--- src/sv/scb_pkg.sv ---
// Package for the color bar pixel generator: geometry widths, reciprocal
// constants, register indexes and the bar color tables.
// No dependencies.
`default_nettype none

package scb_pkg;

    localparam int CFG_DIM_W = 13;   // frame_width / frame_height register width
    localparam int PIX_W     = 12;   // pixel_x / pixel_y width
    localparam int GEO_W     = 15;   // holds 7*barw and 2*H+24 for any 13-bit size
    localparam int PROD_W    = GEO_W + 16;

    // floor(v/d) = (v * RECIP) >> SHIFT, exact over the whole GEO_W input range used
    localparam logic [15:0] RECIP7  = 16'd9363;    // shift 16
    localparam logic [15:0] RECIP3  = 16'd21846;   // shift 16
    localparam logic [15:0] RECIP25 = 16'd41944;   // shift 20
    localparam int          SHIFT16 = 16;
    localparam int          SHIFT20 = 20;

    // geometry pipeline depth after a size change
    localparam logic [2:0] SETTLE_CYCLES = 3'd5;

    typedef enum logic [1:0] {
        REG_FRAME_WIDTH  = 2'd0,
        REG_FRAME_HEIGHT = 2'd1,
        REG_SOLID_MODE   = 2'd2
    } cfg_reg_t;

    typedef struct packed {
        logic [7:0] r;
        logic [7:0] g;
        logic [7:0] b;
    } rgb_t;

    localparam rgb_t RGB_BLACK = '{r: 8'd0,   g: 8'd0,   b: 8'd0};
    localparam rgb_t RGB_RED   = '{r: 8'd255, g: 8'd0,   b: 8'd0};
    localparam rgb_t RGB_GREY  = '{r: 8'd192, g: 8'd192, b: 8'd192};
    localparam rgb_t RGB_DARK  = '{r: 8'd19,  g: 8'd19,  b: 8'd19};

    function automatic rgb_t top_color(input logic [2:0] idx);
        rgb_t c;
        case (idx)
            3'd0:    c = RGB_GREY;
            3'd1:    c = '{r: 8'd192, g: 8'd192, b: 8'd0};
            3'd2:    c = '{r: 8'd0,   g: 8'd192, b: 8'd192};
            3'd3:    c = '{r: 8'd0,   g: 8'd192, b: 8'd0};
            3'd4:    c = '{r: 8'd192, g: 8'd0,   b: 8'd192};
            3'd5:    c = '{r: 8'd192, g: 8'd0,   b: 8'd0};
            3'd6:    c = '{r: 8'd0,   g: 8'd0,   b: 8'd192};
            default: c = RGB_BLACK;
        endcase
        return c;
    endfunction

    function automatic rgb_t mid_color(input logic [2:0] idx);
        rgb_t c;
        case (idx)
            3'd0:    c = '{r: 8'd0,   g: 8'd0,   b: 8'd192};
            3'd1:    c = RGB_DARK;
            3'd2:    c = '{r: 8'd192, g: 8'd0,   b: 8'd192};
            3'd3:    c = RGB_DARK;
            3'd4:    c = '{r: 8'd0,   g: 8'd192, b: 8'd192};
            3'd5:    c = RGB_DARK;
            3'd6:    c = RGB_GREY;
            default: c = RGB_BLACK;
        endcase
        return c;
    endfunction

    function automatic rgb_t low_color(input logic [1:0] idx);
        rgb_t c;
        case (idx)
            2'd0:    c = '{r: 8'd0,   g: 8'd33,  b: 8'd76};
            2'd1:    c = '{r: 8'd255, g: 8'd255, b: 8'd255};
            2'd2:    c = '{r: 8'd50,  g: 8'd0,   b: 8'd106};
            default: c = RGB_DARK;
        endcase
        return c;
    endfunction

endpackage

`default_nettype wire

--- src/sv/smpte_color_bar_pixel.sv ---
// Color bar test pattern pixel generator, top level.
// Depends on scb_pkg.
// An accepted input word passes the input register, then the result register
// on its way to the output. Throughput: one word per cycle while m_axis_tready is high.
// Bar edges and band heights come from a 5-stage geometry pipeline off the
// size registers; s_axis_tready is held low after reset and after every
// configuration write while it settles.
// Reset (async, active low): 1920x1080, bars mode, pipeline empty.
`default_nettype none

module smpte_color_bar_pixel #(
    parameter int MAX_DIMENSION = 4096
) (
    input  wire logic                         clk,
    input  wire logic                         rst_n,
    // configuration
    input  wire logic                         cfg_wr_en,
    input  wire logic [1:0]                   cfg_index,
    input  wire logic [scb_pkg::CFG_DIM_W-1:0] cfg_wdata,
    // pixel requests
    input  wire logic                         s_axis_tvalid,
    output      logic                         s_axis_tready,
    input  wire logic [23:0]                  s_axis_tdata,   // pixel_x[11:0], pixel_y[23:12]
    // pixel colors
    output      logic                         m_axis_tvalid,
    input  wire logic                         m_axis_tready,
    output      logic [31:0]                  m_axis_tdata    // red, green, blue, in_frame, 0s
);
    import scb_pkg::*;

    localparam logic [CFG_DIM_W:0] MAX_DIM_L = (CFG_DIM_W + 1)'(MAX_DIMENSION);

    // configuration registers
    logic [CFG_DIM_W-1:0] frame_width_reg;
    logic [CFG_DIM_W-1:0] frame_height_reg;
    logic                 solid_mode_reg;
    logic [2:0]           settle_reg;

    always_ff @(posedge clk or negedge rst_n)
    begin
        if (!rst_n)
        begin
            frame_width_reg  <= CFG_DIM_W'(1920);
            frame_height_reg <= CFG_DIM_W'(1080);
            solid_mode_reg   <= 1'b0;
            settle_reg       <= SETTLE_CYCLES;
        end
        else
        begin
            if (cfg_wr_en)
            begin
                settle_reg <= SETTLE_CYCLES;
                case (cfg_index)
                    REG_FRAME_WIDTH:  frame_width_reg  <= cfg_wdata;
                    REG_FRAME_HEIGHT: frame_height_reg <= cfg_wdata;
                    REG_SOLID_MODE:   solid_mode_reg   <= cfg_wdata[0];
                    default:          ;
                endcase
            end
            else if (settle_reg != 3'd0)
            begin
                settle_reg <= settle_reg - 3'd1;
            end
        end
    end

    // saturated frame size
    logic [CFG_DIM_W:0] w_wide, h_wide;
    logic [GEO_W-1:0]   w_sat, h_sat;

    always_comb
    begin
        w_wide = (({1'b0, frame_width_reg} > MAX_DIM_L)) ? MAX_DIM_L : {1'b0, frame_width_reg};
        h_wide = (({1'b0, frame_height_reg} > MAX_DIM_L)) ? MAX_DIM_L : {1'b0, frame_height_reg};
        w_sat  = GEO_W'(w_wide);
        h_sat  = GEO_W'(h_wide);
    end

    // geometry pipeline
    logic [PROD_W-1:0] prod7_reg, prod3_reg, prod25_reg, prod_sw_reg;
    logic [GEO_W-1:0]  barw_reg, h1_reg, h2_reg, y3_reg, lw_reg, sw_reg;
    logic [GEO_W-1:0]  bar_edge_reg [1:7];   // k * barw
    logic [GEO_W-1:0]  low_edge_reg [1:4];   // k * lw
    logic [GEO_W-1:0]  strip_edge_reg [1:3]; // 5*barw + k*sw
    logic [GEO_W-1:0]  barw5;

    assign barw5 = (barw_reg << 2) + barw_reg;

    always_ff @(posedge clk)
    begin
        // stage 1: reciprocal products
        prod7_reg  <= PROD_W'(w_sat + GEO_W'(6)) * PROD_W'(RECIP7);
        prod3_reg  <= PROD_W'((h_sat << 1) + GEO_W'(2)) * PROD_W'(RECIP3);
        prod25_reg <= PROD_W'((h_sat << 1) + GEO_W'(24)) * PROD_W'(RECIP25);
        // stage 2: bar width and band heights
        barw_reg   <= GEO_W'(prod7_reg[PROD_W-1:SHIFT16]);
        h1_reg     <= GEO_W'(prod3_reg[PROD_W-1:SHIFT16]);
        h2_reg     <= GEO_W'(prod25_reg[PROD_W-1:SHIFT20]);
        // stage 3: bar edges, bottom bar width, strip width product
        y3_reg          <= h1_reg + h2_reg;
        bar_edge_reg[1] <= barw_reg;
        bar_edge_reg[2] <= barw_reg << 1;
        bar_edge_reg[3] <= (barw_reg << 1) + barw_reg;
        bar_edge_reg[4] <= barw_reg << 2;
        bar_edge_reg[5] <= barw5;
        bar_edge_reg[6] <= (barw_reg << 2) + (barw_reg << 1);
        bar_edge_reg[7] <= (barw_reg << 3) - barw_reg;
        lw_reg          <= barw5 >> 2;
        prod_sw_reg     <= PROD_W'(barw_reg) * PROD_W'(RECIP3);
        // stage 4: strip width, bottom bar edges
        sw_reg          <= GEO_W'(prod_sw_reg[PROD_W-1:SHIFT16]);
        low_edge_reg[1] <= lw_reg;
        low_edge_reg[2] <= lw_reg << 1;
        low_edge_reg[3] <= (lw_reg << 1) + lw_reg;
        low_edge_reg[4] <= lw_reg << 2;
        // stage 5: near-black strip edges
        strip_edge_reg[1] <= bar_edge_reg[5] + sw_reg;
        strip_edge_reg[2] <= bar_edge_reg[5] + (sw_reg << 1);
        strip_edge_reg[3] <= bar_edge_reg[5] + (sw_reg << 1) + sw_reg;
    end

    // pixel pipeline handshake
    logic              p_valid_reg, out_valid_reg;
    logic [PIX_W-1:0]  px_reg, py_reg;
    rgb_t              rgb_reg, rgb_next;
    logic              in_frame_reg, in_frame_next;
    logic              advance;

    assign advance       = !out_valid_reg || m_axis_tready;
    assign s_axis_tready = (settle_reg == 3'd0) && !cfg_wr_en && (!p_valid_reg || advance);

    // color lookup
    logic [GEO_W-1:0] xe, ye;
    logic [2:0]       bar_idx;
    logic             bar_out;
    logic [1:0]       low_idx;
    logic [1:0]       strip_idx;
    logic [7:0]       strip_lvl;

    always_comb
    begin
        xe = GEO_W'(px_reg);
        ye = GEO_W'(py_reg);

        bar_out = 1'b0;
        if (xe < bar_edge_reg[1])      bar_idx = 3'd0;
        else if (xe < bar_edge_reg[2]) bar_idx = 3'd1;
        else if (xe < bar_edge_reg[3]) bar_idx = 3'd2;
        else if (xe < bar_edge_reg[4]) bar_idx = 3'd3;
        else if (xe < bar_edge_reg[5]) bar_idx = 3'd4;
        else if (xe < bar_edge_reg[6]) bar_idx = 3'd5;
        else if (xe < bar_edge_reg[7]) bar_idx = 3'd6;
        else
        begin
            bar_idx = 3'd7;
            bar_out = 1'b1;
        end

        if (xe < low_edge_reg[1])      low_idx = 2'd0;
        else if (xe < low_edge_reg[2]) low_idx = 2'd1;
        else if (xe < low_edge_reg[3]) low_idx = 2'd2;
        else                           low_idx = 2'd3;

        if (xe < strip_edge_reg[1])      strip_idx = 2'd0;
        else if (xe < strip_edge_reg[2]) strip_idx = 2'd1;
        else                             strip_idx = 2'd2;
        // 9, 19, 29
        strip_lvl = 8'd9 + ({6'd0, strip_idx} << 3) + ({6'd0, strip_idx} << 1);

        in_frame_next = (xe < w_sat) && (ye < h_sat);
        if (!in_frame_next)
            rgb_next = RGB_BLACK;
        else if (solid_mode_reg)
            rgb_next = RGB_RED;
        else if (ye < h1_reg)
            rgb_next = bar_out ? RGB_BLACK : top_color(bar_idx);
        else if (ye < y3_reg)
            rgb_next = bar_out ? RGB_BLACK : mid_color(bar_idx);
        else if (xe < low_edge_reg[4])
            rgb_next = low_color(low_idx);
        else if (xe >= bar_edge_reg[6] && xe < bar_edge_reg[7])
            rgb_next = RGB_DARK;
        // an empty strip run (zero strip width) makes this range empty
        else if (xe >= bar_edge_reg[5] && xe < strip_edge_reg[3])
            rgb_next = '{r: strip_lvl, g: strip_lvl, b: strip_lvl};
        else
            rgb_next = RGB_BLACK;
    end

    always_ff @(posedge clk or negedge rst_n)
    begin
        if (!rst_n)
        begin
            p_valid_reg   <= 1'b0;
            out_valid_reg <= 1'b0;
        end
        else
        begin
            if (!p_valid_reg || advance)
                p_valid_reg <= s_axis_tvalid && s_axis_tready;
            if (advance)
                out_valid_reg <= p_valid_reg;
        end
    end

    always_ff @(posedge clk)
    begin
        if (s_axis_tvalid && s_axis_tready)
        begin
            px_reg <= s_axis_tdata[PIX_W-1:0];
            py_reg <= s_axis_tdata[2*PIX_W-1:PIX_W];
        end
        if (advance && p_valid_reg)
        begin
            rgb_reg      <= rgb_next;
            in_frame_reg <= in_frame_next;
        end
    end

    assign m_axis_tvalid = out_valid_reg;
    assign m_axis_tdata  = {7'd0, in_frame_reg, rgb_reg.b, rgb_reg.g, rgb_reg.r};

endmodule

`default_nettype wire
--- config.mk ---
export PLATFORM = sky130hd
export DESIGN_NAME = smpte_color_bar_pixel
export DESIGN_NICKNAME = d
export VERILOG_FILES = /design/src/sv/scb_pkg.sv /design/src/sv/smpte_color_bar_pixel.sv
export SDC_FILE = /design/constraint.sdc
export NUM_CORES = 1
export LEC_CHECK = 0
export ABC_AREA = 1
export BUFFER_PORTS_ARGS = -buffer_cell sky130_fd_sc_hd__clkbuf_2
export CORE_MARGIN = 4
export CORE_UTILIZATION = 59
export CTS_CLUSTER_SIZE = 8
export DETAILED_ROUTE_END_ITERATION = 6
export GPL_TIMING_DRIVEN = 0
export PLACE_DENSITY = 0.86
export SLEW_MARGIN = 20
export SYNTH_ARGS = -nofsm -noshare
export SYNTH_HDL_FRONTEND = slang
export SYNTH_SLANG_ARGS = --single-unit
--- constraint.sdc ---
create_clock -name clk -period 6.6 [get_ports clk]
set_clock_uncertainty 0.1 [all_clocks]
set_input_delay 0.33 -clock clk [delete_from_list [all_inputs] [get_ports clk]]
set_output_delay 0.33 -clock clk [all_outputs]
set_load 0.1 [all_outputs]
==> results.md, run 1 <==
- Slowest stage delay, CP: 580 ps
- Outcome: finished with violations
- Violated checks: negative setup slack
- Hold Path Class: in -> reg
- Clock sinks: roughly 310
- # DRC: 0
- Die Y: 232 um
- Reg clk slew, reported paths: 60 ps
- Number of global-route vias before repair: 24577
- Maximum number of pins on one net before global-route repair: 33
- Worst-path fanout max: 6
- Layout cell share with drive strength beyond 1: 0.0975
- Inserted Clock Buffers: 45
- First-pass GRT wire length: 122 mm
- IO buf count: 69
- Final Max Slew Viols: 0
- Yosys cell types: 65
- Detailed Route Iter0 Violations: 2176
- Crit end category: flop
- # H-tree levels: 2
- Final worst-path cycle share: 1.03
- Storage element area: 6860 sq um
- Final nets: 4547
- Slew HR: 0.317
- Final setup vio count: 11
- Crit Path Class: reg -> reg
- # IOs: 78
- CP arrival: ~7100 ps
- Post-Syn Instances: 3440
- Area grow syn2layout: 14.5%
- CTS tree: built
- Max-cap viol count: 0
- Fmax: 147 MHz
- GRT Residual Overflow: 0
- Number of flip-flops in the largest register: 44
- Synth Flop Type: dfxtp_1
- Post-place setup slack: -976 ps
- Clk Latency, worst-skew pair: 600 ps
- Initial core utilization: 0.601
- Final WL: 82.6 mm
- FF+latch count, synth: around 310
- Total track usage: 0.279
- Mapped Area: 29600 sq um
- RSZ-0062 raised after global routing: true
- Syn_area_per_cell: about 8.6 sq um
- ANT nets after route: 0
- Cell row count: 81
- Post-synth EDFFs: between 40 and 50
- Worst Tran Pin Value: just over 1000 ps
- Critical Path Start Type: flop
- TritonRoute pass-1 iters: 6
- DP Wirelength: between 50 and 60 mm
- Final Instance Count excl. Fillers: roughly 4400
- CP required: roughly 6900 ps
- Initial antenna violation count: 0
- Filler instances: 3354
- Cells after DPL: 4200
- Synth warn: 0
- Routed len/inst: 18.9 um
- Footprint of the multi-input gates: about 21000 sq um
- Final number of hold-violating endpoints: 0
- Post-route minimum period: 6780 ps
- Vias/cell: slightly below 6
- Buffers from clock root to sink, at most: 3
- Core area: roughly 49000 sq um
- Seq/Total Area, Yosys: 0.232
- Cell mode on critical path: fa_1
- Clock Root Buffer: clkbuf_16
- Fraction of registers with async set/reset: 0.103
- DIE AREA: 53800 sq um
- Post-layout worst setup margin: -184 ps
- Placer Congestion: ~0.95
- DR vias: 25263
- Chip Width: 232 um
- Slowest CP cell: fa_1
[placed cells by master (no fill, tap or decap), drive strengths merged, types with 9 or more instances in the layout]
master       netlist  layout
a31oi             14      14
dfrtp             22      22
inv              674     673
xor2             122     122
nand3b             9       9
xnor2             40      40
nand2            560     560
o21bai            18      18
dfxtp            233     233
fa               195     195
buf               11      65
nor4              10      10
clkbuf             6     138
nor3              34      34
dlygate4sd3        0      41
nand3            104     104
o21ai            136     136
a21oi            269     269
conb               2      26
edfxtp            46      46
nor2             171     171
nand4             36      36
o21a              12      12
dfstp             10      10
ha               633     633
a21o              16      16
[stage by stage]
| stage | instance area (sq um) | utilization | hold WS [ps] | setup TNS, ps |
|---|---|---|---|---|
| 2_1_floorplan | 29700 | - | -65.6 | 0 |
| 3_3_place_gp | 30900 | 0.626 | 210 | -12530 |
| 3_5_place_dp | 30900 | 0.627 | 212 | -10840 |
| 4_1_cts | 32900 | 0.668 | 18.8 | 0 |
| 5_1_grt | 33900 | 0.688 | 125 | -5550 |
| 6_report | 33900 | 0.688 | 65.3 | -1170 |
[worst max-delay path: cells and delay by family (launching register included)]
| kind | cells | cell delay [ps] |
|---|---|---|
| AO/OA/AOI/OAI | 4 | 880 |
| flip-flops | 1 | 430 |
| XOR/XNOR | 2 | 480 |
| adder cells (fa/ha/maj) | 6 | 2820 |
| AND/OR/NAND/NOR | 11 | 1410 |
| buffers and inverters | 6 | 510 |
[final timing paths]
kind	start	endpoint	slack (ps)	cells past startpoint
setup / recovery	frame_height_reg[8]	prod25_reg[30]	-180	29
hold / removal	cfg_wr_en	settle_reg[1]	70	2
setup reg to reg	frame_height_reg[8]	prod25_reg[30]	-180	29
hold reg to reg	prod7_reg[23]	barw_reg[7]	210	0
max in group asynchronous	rst_n	frame_height_reg[8]	5560	2
min in group asynchronous	rst_n	m_axis_tvalid	290	2
[cell type report]
cell class,count,share of cell area
clock inverter,3,0.00196
timing repair buffer,164,0.0345
multi-input combinational,2460,0.622
antenna,2,0.000148
clock buffer,63,0.0361
sequential,311,0.203
inverter,676,0.0755
tap,664,0.0245
buffer,17,0.00310
[Yosys cell counts, types with 22 or more instances]
cell type  count  area share
a21oi_1      268       0.045
nor2_1       164       0.021
nand4_1       35      0.0074
nor3_1        33      0.0056
edfxtp_1      46       0.047
dfrtp_1       22       0.019
dfxtp_1      233        0.16
xnor2_1       40       0.012
nand3_1      100       0.017
inv_1        662       0.084
o21ai_0      131       0.022
nand2_1      551       0.070
ha_1         633        0.27
xor2_1       120       0.036
fa_1         195        0.13
[logic make-up after synthesis]
family          Yosys count  synth area share
compound gates          504            0.0942
xor+xnor                162            0.0488
fa+ha+maj               828             0.400
buf+inv                 693            0.0895
flops                   311             0.232
other cells               2          0.000254
simple gates            940             0.136
[what timing repair did]
action | 4_1_cts | 5_1_grt
hold buffers | 41 | 0
buffers inserted | 9 | 42
endpoints found under the hold margin | 74 | 0
endpoints found under the setup margin | 22 | 36
gates resized for setup | 36 | 131
pin swaps | 6 | 67
[routing by layer]
| layer | vias to the layer above | global-route usage | share of wire |
|---|---|---|---|
| li1 | 11658 | - | - |
| met1 | 11792 | 0.341 | 0.37 |
| met2 | 1366 | 0.485 | 0.47 |
| met3 | 447 | 0.0508 | 0.091 |
| met4 | 0 | 0.120 | 0.061 |
| met5 | - | 0 | 0 |
Power of run 1 is left out: the tool's default activity adds up to more than one toggle a clock period on the data nets, which glitch-free logic cannot reach.
==> run 2, diff against run 1 <==
==> constraint.sdc (replaced) <==
create_clock -name clk -period 6.6 [get_ports clk]
set_clock_uncertainty 0.1 [all_clocks]
set_input_delay 0.66 -clock clk [delete_from_list [all_inputs] [get_ports clk]]
set_output_delay 0.66 -clock clk [all_outputs]
set_load 0.1 [all_outputs]
==> results.md, run 2 (same netlist as run 1, synthesis figures left out) <==
- CP required: 6960 ps
- IO buf count: 69
- Most frequent cells in the layout: 643 x inv_1, 601 x ha_1, 537 x nand2_1
- Final setup vio count: 19
- Core area: roughly 49000 sq um
- Final Max Slew Viols: 0
- Worst Reg-to-Reg Cells: 32
- Vias/cell: 5.82
- Clock sinks: roughly 310
- Post-route minimum period: between 7000 and 8000 ps
- Most common cell after layout, fill and taps aside: inv_1
- Cell Area, Placed: 30900 sq um
- Total track usage: 0.270
- Routed len/inst: 18.9 um
- DP Wirelength: 55.8 mm
- Clk Latency, worst-skew pair: 590 ps
- CTS tree: built
- Final nets: 4516
- Hold Path Class: in -> async
- Slowest CP cell: fa_1
- Crit Path Class: reg -> reg
- # DRC: 2
- Number of global-route vias before repair: between 20000 and 25000
- RSZ-0062 raised after global routing: true
- Cell mode on critical path: nand2_1
- Initial antenna violation count: 0
- Max-cap viol count: 0
- Number of flip-flops in the largest register: 44
- Area grow syn2layout: 13.4%
- Chip Width: 232 um
- Worst Tran Pin Value: 1060 ps
- Final WL: just over 80 mm
- Violated checks: design-rule violations, negative setup slack
- DR vias: around 25000
- Initial core utilization: 0.601
- Final number of hold-violating endpoints: 0
- Final Cell Area: 33500 sq um
- Inserted Clock Buffers: 45
- CP arrival: approximately 7400 ps
- Slowest stage delay, CP: around 580 ps
- # H-tree levels: 2
- GRT Residual Overflow: 0
- Critical Path Start Type: flop
- Worst-path fanout max: 6
- TritonRoute pass-1 iters: 7
- Crit end category: flop
- # IOs: 78
- Die Y: ~230 um
- Detailed Route Iter0 Violations: between 2000 and 2500
- Post-place setup slack: -976 ps
- Maximum number of pins on one net before global-route repair: 33
- Placer Congestion: around 0.95
- Final worst-path cycle share: 1.07
- Slew HR: 0.291
- Layout cell share with drive strength beyond 1: 0.101
- Outcome: finished with violations
- DIE AREA: 53800 sq um
- Fmax: 142 MHz
- Cell row count: a little over 80
- Clock Root Buffer: clkbuf_16
- Reg clk slew, reported paths: 60 ps
- ANT nets after route: 0
- First-pass GRT wire length: 118 mm
- Buffers from clock root to sink, at most: 3
- Post-layout worst setup margin: -448 ps
## run 2: metal layers
layer,up-vias,track usage,part of all wire
met3,447,0.0477,0.096
met4,0,0.108,0.059
met2,1430,0.464,0.46
met1,11743,0.337,0.38
met5,-,0,0
li1,11578,-,-
## run 2: layout make-up
type	instances	area [sq um]
Antenna cell	1	2.50
Buffer	17	105
Clock buffer	63	1220
Clock inverter	3	66.3
Fill cell	3423	15700
Inverter	676	2560
Multi-Input combinational cell	2460	21000
Sequential cell	311	6860
Tap cell	664	831
Timing Repair Buffer	133	846
## run 2: critical path, delay by kind of cell (launching register included)
family	cells	cell delay, ps
XOR/XNOR	3	1020
AND/OR/NAND/NOR	12	1370
AO/OA/AOI/OAI	3	540
buffers and inverters	7	680
flip-flops	1	440
adder cells (fa/ha/maj)	7	2750
## run 2: final timing paths
path / from / endpoint / slack [ps]
min in group clk: s_axis_tdata[2] / px_reg[2] / 140
max in group asynchronous: rst_n / frame_height_reg[7] / 5820
setup reg to reg: frame_height_reg[8] / prod25_reg[29] / -450
setup / recovery: frame_height_reg[8] / prod25_reg[29] / -450
hold reg to reg: prod7_reg[23] / barw_reg[7] / 210
hold / removal: rst_n / frame_width_reg[11] / 40
## run 2: stage by stage
step	instances	TNS, ps	utilization	hold slack (ps)
after floorplan	3464	0	-	210
after global placement	4197	-12530	0.626	210
after detailed placement	4200	-10840	0.627	212
after CTS	4275	0	0.659	44.8
after global routing	4327	-7050	0.681	109
final	4328	-3560	0.681	42.5
## run 2: what timing repair did
| item | in CTS | in global routing |
|---|---|---|
| resized for setup | 36 | 130 |
| buffers inserted | 9 | 52 |
| endpoints found under the setup margin | 22 | 36 |
| pin swaps | 6 | 65 |
| hold buffers | 0 | 0 |
Power of run 2 is left out for the same reason.
